--- config.mk ---
export PLATFORM = sky130hd
export DESIGN_NAME = disk_request_sequencer_retry_top
export DESIGN_NICKNAME = d
export VERILOG_FILES = /design/src/hw/rtl/drsr_pkg.sv /design/src/hw/rtl/drsr_ram.sv /design/src/hw/rtl/disk_request_sequencer_retry_top.sv
export VERILOG_INCLUDE_DIRS = /design/src /design/src/hw/rtl
export SDC_FILE = /design/constraint.sdc
export NUM_CORES = 1
export LEC_CHECK = 0
export BUFFER_PORTS_ARGS = -buffer_cell sky130_fd_sc_hd__buf_2
export CAP_MARGIN = 25
export CORE_UTILIZATION = 55
export DETAILED_ROUTE_END_ITERATION = 8
export GPL_TIMING_DRIVEN = 0
export PLACE_DENSITY = 0.85
export SLEW_MARGIN = 20
export SYNTH_ARGS = -nofsm -noshare
export SYNTH_HDL_FRONTEND = slang
export SYNTH_SLANG_ARGS = --single-unit
--- constraint.sdc ---
create_clock -name clk -period 15.8 [get_ports clk]
set_input_delay 0.79 -clock clk [delete_from_list [all_inputs] [get_ports clk]]
set_output_delay 0.79 -clock clk [all_outputs]
set_load 0.01 [all_outputs]
--- src/hw/rtl/disk_request_sequencer_retry_top_assert.svh ---
// Assertion macros used by the RTL top file of the disk request sequencer.
`ifndef DISK_REQUEST_SEQUENCER_RETRY_TOP_ASSERT_SVH
`define DISK_REQUEST_SEQUENCER_RETRY_TOP_ASSERT_SVH

`ifndef SYNTHESIS

// The property must hold at every rising edge outside reset.
`define DRSR_ASSERT(label, clk, rst_n, prop) \
	label: assert property (@(posedge clk) disable iff (!rst_n) (prop)) \
		else $error("assertion failed");

// The condition must never be true outside reset.
`define DRSR_ASSERT_NEVER(label, clk, rst_n, cond) \
	label: assert property (@(posedge clk) disable iff (!rst_n) !(cond)) \
		else $error("forbidden condition seen");

`else

`define DRSR_ASSERT(label, clk, rst_n, prop)
`define DRSR_ASSERT_NEVER(label, clk, rst_n, cond)

`endif

`endif

--- src/hw/rtl/drsr_pkg.sv ---
package drsr_pkg;

	localparam int QUEUE_DEPTH = 16;
	localparam int CFG_ADDR_W = 3;

	// Register indexes, taken from paddr[2].
	localparam logic REG_MAX_RETRIES = 1'b0;
	localparam logic REG_BLOCK_LIMIT = 1'b1;

	localparam logic [3:0] MAX_RETRIES_RESET = 4'd10;
	localparam logic [12:0] BLOCK_LIMIT_RESET = 13'd616;

	localparam logic REQ_SUBMIT = 1'b0;
	localparam logic REQ_EVENT = 1'b1;

	localparam logic [2:0] OUT_ISSUE = 3'd0;
	localparam logic [2:0] OUT_DONE_OK = 3'd1;
	localparam logic [2:0] OUT_DONE_ERR = 3'd2;
	localparam logic [2:0] OUT_REJ_RANGE = 3'd3;
	localparam logic [2:0] OUT_REJ_FULL = 3'd4;

	localparam logic [15:0] STATUS_ERR_MASK = 16'h7000;
	localparam logic [15:0] CMD_IENABLE = 16'h2000;
	localparam logic [15:0] CMD_WRITE = 16'h8000;
	localparam logic [15:0] BLOCK_BYTES = 16'd512;

	typedef struct packed {
		logic req_type;
		logic unit;
		logic [15:0] start_block;
		logic [15:0] buffer_addr;
		logic [7:0] block_count;
		logic is_read;
		logic [15:0] status_word;
	} in_item_t;

	typedef struct packed {
		logic [2:0] outcome;
		logic out_unit;
		logic [15:0] out_addr;
		logic [15:0] command_word;
		logic last;
	} out_item_t;

	// One queued request, 43 bits.
	typedef struct packed {
		logic unit;
		logic [15:0] block;
		logic [15:0] addr;
		logic [7:0] count;
		logic rd;
		logic err;
	} entry_t;

	typedef enum logic [1:0] {
		ST_IDLE,
		ST_EXEC,
		ST_CMPL,
		ST_NEXT
	} state_t;

endpackage

--- src/hw/rtl/drsr_ram.sv ---
module drsr_ram #(
	parameter int WIDTH = 43,
	parameter int DEPTH = 16
) (
	input logic clk,
	input logic we,
	input logic [$clog2(DEPTH)-1:0] waddr,
	input logic [WIDTH-1:0] wdata,
	input logic re,
	input logic [$clog2(DEPTH)-1:0] raddr,
	output logic [WIDTH-1:0] rdata
);

	logic [WIDTH-1:0] mem [DEPTH];
	logic [WIDTH-1:0] rdata_q;

	always_ff @(posedge clk) begin
		if (we) begin
			mem[waddr] <= wdata;
		end
		if (re) begin
			rdata_q <= mem[raddr];
		end
	end

	assign rdata = rdata_q;

endmodule

--- src/hw/rtl/disk_request_sequencer_retry_top.sv ---
// Disk request sequencer: requests for two disk units wait in a FIFO held in a
// single request RAM (one write and one read port, registered read), and one
// single-block command is issued at a time for the request at the head. An
// item is taken into an input register and then executed: a submit is
// accepted, then range/full checked and written to the RAM; a completion event
// is accepted, then the head entry is read from the RAM, modified and written
// back, or it is dropped when it arrives while no command is outstanding. A
// finished request followed by the first block of the next one also passes
// through ST_NEXT, since that needs a second read of the RAM. Each step after
// the accept waits while the output register still holds an untaken result item. The RAM needs no
// clearing after reset: an entry is read only after it has been written.
`include "disk_request_sequencer_retry_top_assert.svh"

module disk_request_sequencer_retry_top #(
	parameter int QUEUE_DEPTH = drsr_pkg::QUEUE_DEPTH
) (
	input logic clk,
	input logic arst_n,
	input logic cmd_valid,
	output logic cmd_ready,
	input drsr_pkg::in_item_t cmd_item,
	output logic rsp_valid,
	input logic rsp_ready,
	output drsr_pkg::out_item_t rsp_item,
	input logic psel,
	input logic penable,
	input logic pwrite,
	input logic [drsr_pkg::CFG_ADDR_W-1:0] paddr,
	input logic [31:0] pwdata,
	output logic [31:0] prdata,
	output logic pready
);

	localparam int IDX_W = $clog2(QUEUE_DEPTH);
	localparam int CNT_W = $clog2(QUEUE_DEPTH + 1);
	localparam logic [IDX_W-1:0] LAST_IDX = IDX_W'(QUEUE_DEPTH - 1);
	localparam logic [CNT_W-1:0] FULL_CNT = CNT_W'(QUEUE_DEPTH);

	function automatic drsr_pkg::out_item_t issue_item(drsr_pkg::entry_t e);
		drsr_pkg::out_item_t r;
		r.outcome = drsr_pkg::OUT_ISSUE;
		r.out_unit = e.unit;
		r.out_addr = e.addr;
		r.command_word = e.block | drsr_pkg::CMD_IENABLE |
			(e.rd ? 16'd0 : drsr_pkg::CMD_WRITE);
		r.last = 1'b1;
		return r;
	endfunction

	function automatic drsr_pkg::out_item_t status_item(logic [2:0] oc, logic u, logic lst);
		drsr_pkg::out_item_t r;
		r.outcome = oc;
		r.out_unit = u;
		r.out_addr = 16'd0;
		r.command_word = 16'd0;
		r.last = lst;
		return r;
	endfunction

	drsr_pkg::state_t state_q, state_d;
	drsr_pkg::in_item_t item_q;
	drsr_pkg::out_item_t rsp_q, rsp_d;
	logic rsp_valid_q, rsp_load, rsp_free;

	logic [3:0] max_retries_q;
	logic [12:0] block_limit_q;
	logic [IDX_W-1:0] head_q, head_d, tail_q, tail_d, head_inc, tail_inc;
	logic [CNT_W-1:0] count_q, count_d, count_dec;
	logic busy_q, busy_d;
	logic [4:0] retry_q, retry_d, retry_inc;

	logic ram_we, ram_re;
	logic [IDX_W-1:0] ram_waddr, ram_raddr;
	drsr_pkg::entry_t ram_wdata, ram_rdata, new_e, upd_e;

	logic cfg_wr;
	logic ev_err, do_retry, err_flag, blk_done, more;
	logic [7:0] cnt_dec;

	// Configuration port
	assign pready = 1'b1;
	assign cfg_wr = psel && penable && pwrite;

	always_ff @(posedge clk or negedge arst_n) begin
		if (!arst_n) begin
			max_retries_q <= drsr_pkg::MAX_RETRIES_RESET;
			block_limit_q <= drsr_pkg::BLOCK_LIMIT_RESET;
		end else if (cfg_wr) begin
			case (paddr[2])
				drsr_pkg::REG_MAX_RETRIES: max_retries_q <= pwdata[3:0];
				drsr_pkg::REG_BLOCK_LIMIT: block_limit_q <= pwdata[12:0];
				default: ;
			endcase
		end
	end

	always_comb begin
		case (paddr[2])
			drsr_pkg::REG_MAX_RETRIES: prdata = {28'd0, max_retries_q};
			drsr_pkg::REG_BLOCK_LIMIT: prdata = {19'd0, block_limit_q};
			default: prdata = 32'd0;
		endcase
	end

	// Request RAM
	drsr_ram #(
		.WIDTH($bits(drsr_pkg::entry_t)),
		.DEPTH(QUEUE_DEPTH)
	) u_ram (
		.clk(clk),
		.we(ram_we),
		.waddr(ram_waddr),
		.wdata(ram_wdata),
		.re(ram_re),
		.raddr(ram_raddr),
		.rdata(ram_rdata)
	);

	// Datapath terms
	assign rsp_free = !rsp_valid_q || rsp_ready;
	assign head_inc = (head_q == LAST_IDX) ? '0 : head_q + 1'b1;
	assign tail_inc = (tail_q == LAST_IDX) ? '0 : tail_q + 1'b1;
	assign count_dec = count_q - 1'b1;
	assign more = (count_dec != '0);

	assign new_e.unit = item_q.unit;
	assign new_e.block = item_q.start_block;
	assign new_e.addr = item_q.buffer_addr;
	assign new_e.count = item_q.block_count;
	assign new_e.rd = item_q.is_read;
	assign new_e.err = 1'b0;

	assign ev_err = (item_q.status_word & drsr_pkg::STATUS_ERR_MASK) != 16'd0;
	assign retry_inc = retry_q + 5'd1;
	assign do_retry = ev_err && (retry_inc <= {1'b0, max_retries_q});
	// Reaching the fall-through path with an error means retries ran out.
	assign err_flag = ram_rdata.err | ev_err;
	assign cnt_dec = ram_rdata.count - 8'd1;
	assign blk_done = (cnt_dec == 8'd0);

	assign upd_e.unit = ram_rdata.unit;
	assign upd_e.block = ram_rdata.block + 16'd1;
	assign upd_e.addr = ram_rdata.addr + drsr_pkg::BLOCK_BYTES;
	assign upd_e.count = cnt_dec;
	assign upd_e.rd = ram_rdata.rd;
	assign upd_e.err = err_flag;

	// Next state
	always_comb begin
		state_d = state_q;
		case (state_q)
			drsr_pkg::ST_IDLE: begin
				if (cmd_valid) begin
					state_d = drsr_pkg::ST_EXEC;
				end
			end
			drsr_pkg::ST_EXEC: begin
				if (rsp_free) begin
					if (item_q.req_type == drsr_pkg::REQ_EVENT && busy_q) begin
						state_d = drsr_pkg::ST_CMPL;
					end else begin
						state_d = drsr_pkg::ST_IDLE;
					end
				end
			end
			drsr_pkg::ST_CMPL: begin
				if (rsp_free) begin
					if (!do_retry && blk_done && more) begin
						state_d = drsr_pkg::ST_NEXT;
					end else begin
						state_d = drsr_pkg::ST_IDLE;
					end
				end
			end
			drsr_pkg::ST_NEXT: begin
				if (rsp_free) begin
					state_d = drsr_pkg::ST_IDLE;
				end
			end
			default: state_d = drsr_pkg::ST_IDLE;
		endcase
	end

	// Outputs and queue updates
	always_comb begin
		cmd_ready = (state_q == drsr_pkg::ST_IDLE);
		ram_we = 1'b0;
		ram_re = 1'b0;
		ram_waddr = tail_q;
		ram_wdata = new_e;
		ram_raddr = head_q;
		rsp_load = 1'b0;
		rsp_d = status_item(drsr_pkg::OUT_ISSUE, 1'b0, 1'b1);
		head_d = head_q;
		tail_d = tail_q;
		count_d = count_q;
		busy_d = busy_q;
		retry_d = retry_q;
		case (state_q)
			drsr_pkg::ST_EXEC: begin
				if (rsp_free) begin
					if (item_q.req_type == drsr_pkg::REQ_SUBMIT) begin
						if (item_q.start_block >= {3'd0, block_limit_q}) begin
							rsp_load = 1'b1;
							rsp_d = status_item(drsr_pkg::OUT_REJ_RANGE, item_q.unit, 1'b1);
						end else if (count_q == FULL_CNT) begin
							rsp_load = 1'b1;
							rsp_d = status_item(drsr_pkg::OUT_REJ_FULL, item_q.unit, 1'b1);
						end else begin
							ram_we = 1'b1;
							tail_d = tail_inc;
							count_d = count_q + 1'b1;
							// An idle sequencer has an empty queue, so the new
							// request is the head and is issued from the item.
							if (!busy_q) begin
								rsp_load = 1'b1;
								rsp_d = issue_item(new_e);
								busy_d = 1'b1;
							end
						end
					end else if (busy_q) begin
						ram_re = 1'b1;
					end
				end
			end
			drsr_pkg::ST_CMPL: begin
				if (rsp_free) begin
					rsp_load = 1'b1;
					if (do_retry) begin
						retry_d = retry_inc;
						rsp_d = issue_item(ram_rdata);
					end else begin
						retry_d = 5'd0;
						if (blk_done) begin
							rsp_d = status_item(err_flag ? drsr_pkg::OUT_DONE_ERR :
								drsr_pkg::OUT_DONE_OK, ram_rdata.unit, !more);
							head_d = head_inc;
							count_d = count_dec;
							if (more) begin
								ram_re = 1'b1;
								ram_raddr = head_inc;
							end else begin
								busy_d = 1'b0;
							end
						end else begin
							ram_we = 1'b1;
							ram_waddr = head_q;
							ram_wdata = upd_e;
							rsp_d = issue_item(upd_e);
						end
					end
				end
			end
			drsr_pkg::ST_NEXT: begin
				if (rsp_free) begin
					rsp_load = 1'b1;
					rsp_d = issue_item(ram_rdata);
				end
			end
			default: ;
		endcase
	end

	// Control registers
	always_ff @(posedge clk or negedge arst_n) begin
		if (!arst_n) begin
			state_q <= drsr_pkg::ST_IDLE;
			head_q <= '0;
			tail_q <= '0;
			count_q <= '0;
			busy_q <= 1'b0;
			retry_q <= 5'd0;
			rsp_valid_q <= 1'b0;
		end else begin
			state_q <= state_d;
			head_q <= head_d;
			tail_q <= tail_d;
			count_q <= count_d;
			busy_q <= busy_d;
			retry_q <= retry_d;
			if (rsp_load) begin
				rsp_valid_q <= 1'b1;
			end else if (rsp_ready) begin
				rsp_valid_q <= 1'b0;
			end
		end
	end

	// Payload registers
	always_ff @(posedge clk) begin
		if (cmd_valid && cmd_ready) begin
			item_q <= cmd_item;
		end
		if (rsp_load) begin
			rsp_q <= rsp_d;
		end
	end

	assign rsp_valid = rsp_valid_q;
	assign rsp_item = rsp_q;

	`DRSR_ASSERT(a_busy_tracks_queue, clk, arst_n, busy_q == (count_q != '0))
	`DRSR_ASSERT(a_count_bounded, clk, arst_n, count_q <= FULL_CNT)
	`DRSR_ASSERT_NEVER(a_retry_bounded, clk, arst_n, retry_q[4])
	`DRSR_ASSERT(a_next_has_request, clk, arst_n, (state_q == drsr_pkg::ST_NEXT) |-> (count_q != '0 && busy_q))

endmodule

==> metrics.md <==
| Metric | Value |
|---|---|
| Async SR Flop Fraction | `4.572%` |
| Setup TNS | `0 ps` |
| Initial detailed-routing violation count | `4367` |
| Reg-to-reg startpoint | `retry_q[0]` |
| PostCTS Resize Cnt | `0` |
| Slowest stage delay, CP | `890 ps` |
| GP Congestion | `0.8906` |
| Fill count | `4169` |
| Via Count | `25630` |
| R2R cell count | `13` |
| Clk slew on worst S/H paths | `60 ps` |
| WP data required | `16110 ps` |
| Total wire length | `101.2 mm` |
| Switch share | `27.25%` |
| Setup WS pre-CTS | `10280 ps` |
| Worst skew pair latency | `650 ps` |
| Initial Util | `55.90%` |
| Main synth FF type | `edfxtp_1` |
| Synth Cell Area | `35390 µm²` |
| Inserted Clock Buffers | `83` |
| CTS tree | `built` |
| WL per Instance | `25.13 µm` |
| Initial antenna violation count | `3` |
| Count of hold-fix buffers inserted at cts | `0` |
| Dpl hpwl | `67.00 mm` |
| RSZ-0062 raised after global routing | `no` |
| GRT Max-Usage Layer | `met2` |
| DRC | `0` |
| Met3 Usage GRT | `9.190%` |
| DR pass1 iterations | `6` |
| Mean post-synth cell area | `12.50 µm²` |
| Util after Layout | `64.52%` |
| Cell chain of the critical path | `ha_1, xor2_1, ha_1, nand4_1, o311ai_0, o21bai_1, nor4b_4, mux2i_2, clkbuf_1, buf_2, nand3_1, nand3_1, nand4_1` |
| CP Buf/Inv Count | `2` |
| PwrDens | `137.9 nW/µm²` |
| Area grow syn2layout | `15.43%` |
| Final Power | `5.633 mW` |
| Pleak | `14.70 nW` |
| Critical Path Stages | `13` |
| Distinct cells, synth | `68` |
| Worst path top cell family by delay | `simple AND/OR/NAND/NOR gates` |
| Share of post-route cells with drive strength above 1 | `14.44%` |
| Crit Path Class | `flop to flop` |
| Die width | `255.7 µm` |
| Worst setup endpoint | `u_ram.rdata[21]` |
| Clock Root Buffer | `clkbuf_16` |
| Synth warnings | `0` |
| Hold WS | `285.4 ps` |
| Final #Nets | `3242` |
| Slew HR | `17.20%` |
| First-pass GRT wire length | `148.5 mm` |
| CP arrival | `6230 ps` |
| Final Max Slew Viols | `0` |
| Layout Skew | `24.13 ps` |
| Core box area | `63310 µm²` |
| Clock share of power | `34.9%` |
| Reg-to-reg setup timing slack | `9870 ps` |
| Sequential share of the synthesized area | `71.85%` |
| CP Max Fanout | `10` |
| Met1 usage | `37.58%` |
| Switching power | `1.535 mW` |
| Commonest cells after routing, fill and taps aside | `edfxtp_1 (814), nand2_1 (810), nand3_1 (399)` |
| Fmax achieved | `0.1688 GHz` |
| Critical R2R Capture | `u_ram.rdata[21]` |
| # clock sinks | `853` |
| Port buffer count | `118` |
| Gr ovfl total | `0` |
| Final critical-path share of the clock period | `37.51%` |
| Commonest non-fill, non-tap cell in the layout | `edfxtp_1` |
| Hold Vio Cnt, Final | `0` |
| Min setup slack post-route | `9874 ps` |
| Post-layout min period | `5926 ps` |
| Vias in the first global route | `25100` |
| IO Pins | `173` |
| Slew @ Worst Pin | `1242 ps` |
| Number of synthesized register bits | `853` |
| Post-synth EDFFs | `814` |
| Die area | `65360 µm²` |
| Status | `finished clean` |
| Largest net degree at the start of global routing | `40` |
| Vias per inst | `6.368` |
| Worst hold path type | `input pin to async pin` |
| # rows | `92` |
| Slowest CP cell | `clkbuf_1` |
| Worst setup SP type | `flop` |
| Setup Buffers After CTS | `0` |
| Htree depth | `3` |
| VDD IR-drop max | `0.00009655 V` |
| Seq pwr share | `50.7%` |
| MaxCap Viol Count | `0` |
| # setup viols final | `0` |
| Setup crit end kind | `flop` |
| Max Root-Sink Buffers | `3` |
| Detail Route Antenna Nets | `0` |
| Die height | `255.7 µm` |
| GRT Total Usage | `30.51%` |
| Comb pwr share | `14.4%` |
| Pint | `4.098 mW` |
| Grt met2 use | `48.01%` |
| Synth Instances | `2831` |
| CP startpoint | `retry_q[0]` |
[sequential cells by signal, indices dropped and copies added (netlist names), 2 cells and up]
register,flops
state_q,2
max_retries_q,4
u_ram.rdata,43
tail_q,4
block_limit_q,13
item_q,46
u_ram.mem,688
count_q,5
head_q,4
retry_q,5
rsp_item,37
[final cells by class]
class / count / area (µm²) / area share (%)
plain buffers: 185 / 897.1 / 2.196
clock buffers: 90 / 2125 / 5.201
well taps: 846 / 1059 / 2.591
diodes: 1 / 2.502 / 0.006126
inverters: 29 / 108.9 / 0.2665
multi-input cells: 1782 / 9174 / 22.46
flip-flops and latches: 853 / 25430 / 62.25
repair buffers: 175 / 1489 / 3.645
clock inverters: 64 / 568.0 / 1.391
[synth_stat cells, types with 24 or more instances]
master    count  area [µm²]
dfrtp_1      33       825.8
inv_1        29       108.9
xnor2_1      28       245.2
ha_1         32       400.4
clkbuf_1     74       277.8
nand3_1     399        1997
nand2_1     810        3040
o21ai_0      68       340.3
buf_2        71       355.3
mux2_2       24       270.3
nor2_1       76       285.3
and3_1       57       356.6
a311o_1      43       430.4
edfxtp_1    814       24440
nand4_1      47       294.0
[layer usage]
layer | vias up | wire, µm | share of wire [%]
met5 | - | 9 | 0.0089
met4 | 2 | 6373 | 6.3
met3 | 504 | 14730 | 15
met2 | 2301 | 46310 | 46
met1 | 12030 | 33730 | 33
li1 | 10800 | - | -
[how the worst min path moves through the flow]
stage / startpoint / slack, ps / cells after the start / to
2_1_floorplan: count_q[4] / 450 / 1 / count_q[4]
3_3_place_gp: count_q[4] / 460 / 1 / count_q[4]
3_5_place_dp: count_q[4] / 490 / 1 / count_q[4]
4_1_cts: cmd_item[32] / 290 / 1 / item_q[32]
5_1_grt: cmd_item[32] / 300 / 1 / item_q[32]
6_report: arst_n / 290 / 1 / state_q[0]
[power by group through the flow]
| stage | Clock (mW) | Combinational, mW | Sequential, mW |
|---|---|---|---|
| 5_1_grt | 2.04 | 0.868 | 2.87 |
| 3_5_place_dp | 0 | 0.781 | 2.90 |
| 3_3_place_gp | 0 | 0.685 | 2.91 |
| 6_report | 1.97 | 0.813 | 2.85 |
| 2_1_floorplan | 0 | 0.422 | 2.89 |
| 4_1_cts | 1.95 | 0.788 | 2.85 |
[kinds of logic after synthesis]
kind of cell               share of synthesized area [%]
AOI/OAI and AO/OA                                  4.161
and+or+nand+nor                                    18.21
muxes                                             0.9475
buffers and inverters                              2.839
other                                            0.02122
adders and majority gates                          1.131
DFF                                                71.85
xor gates and xnor gates                          0.8415
[through the flow]
stage	cell area, µm²	cells
5_1_grt	40850	4024
6_report	40850	4025
3_5_place_dp	38130	3868
3_3_place_gp	37110	3813
2_1_floorplan	35460	2849
4_1_cts	40830	4022
Power figures use the tool's default switching activity.
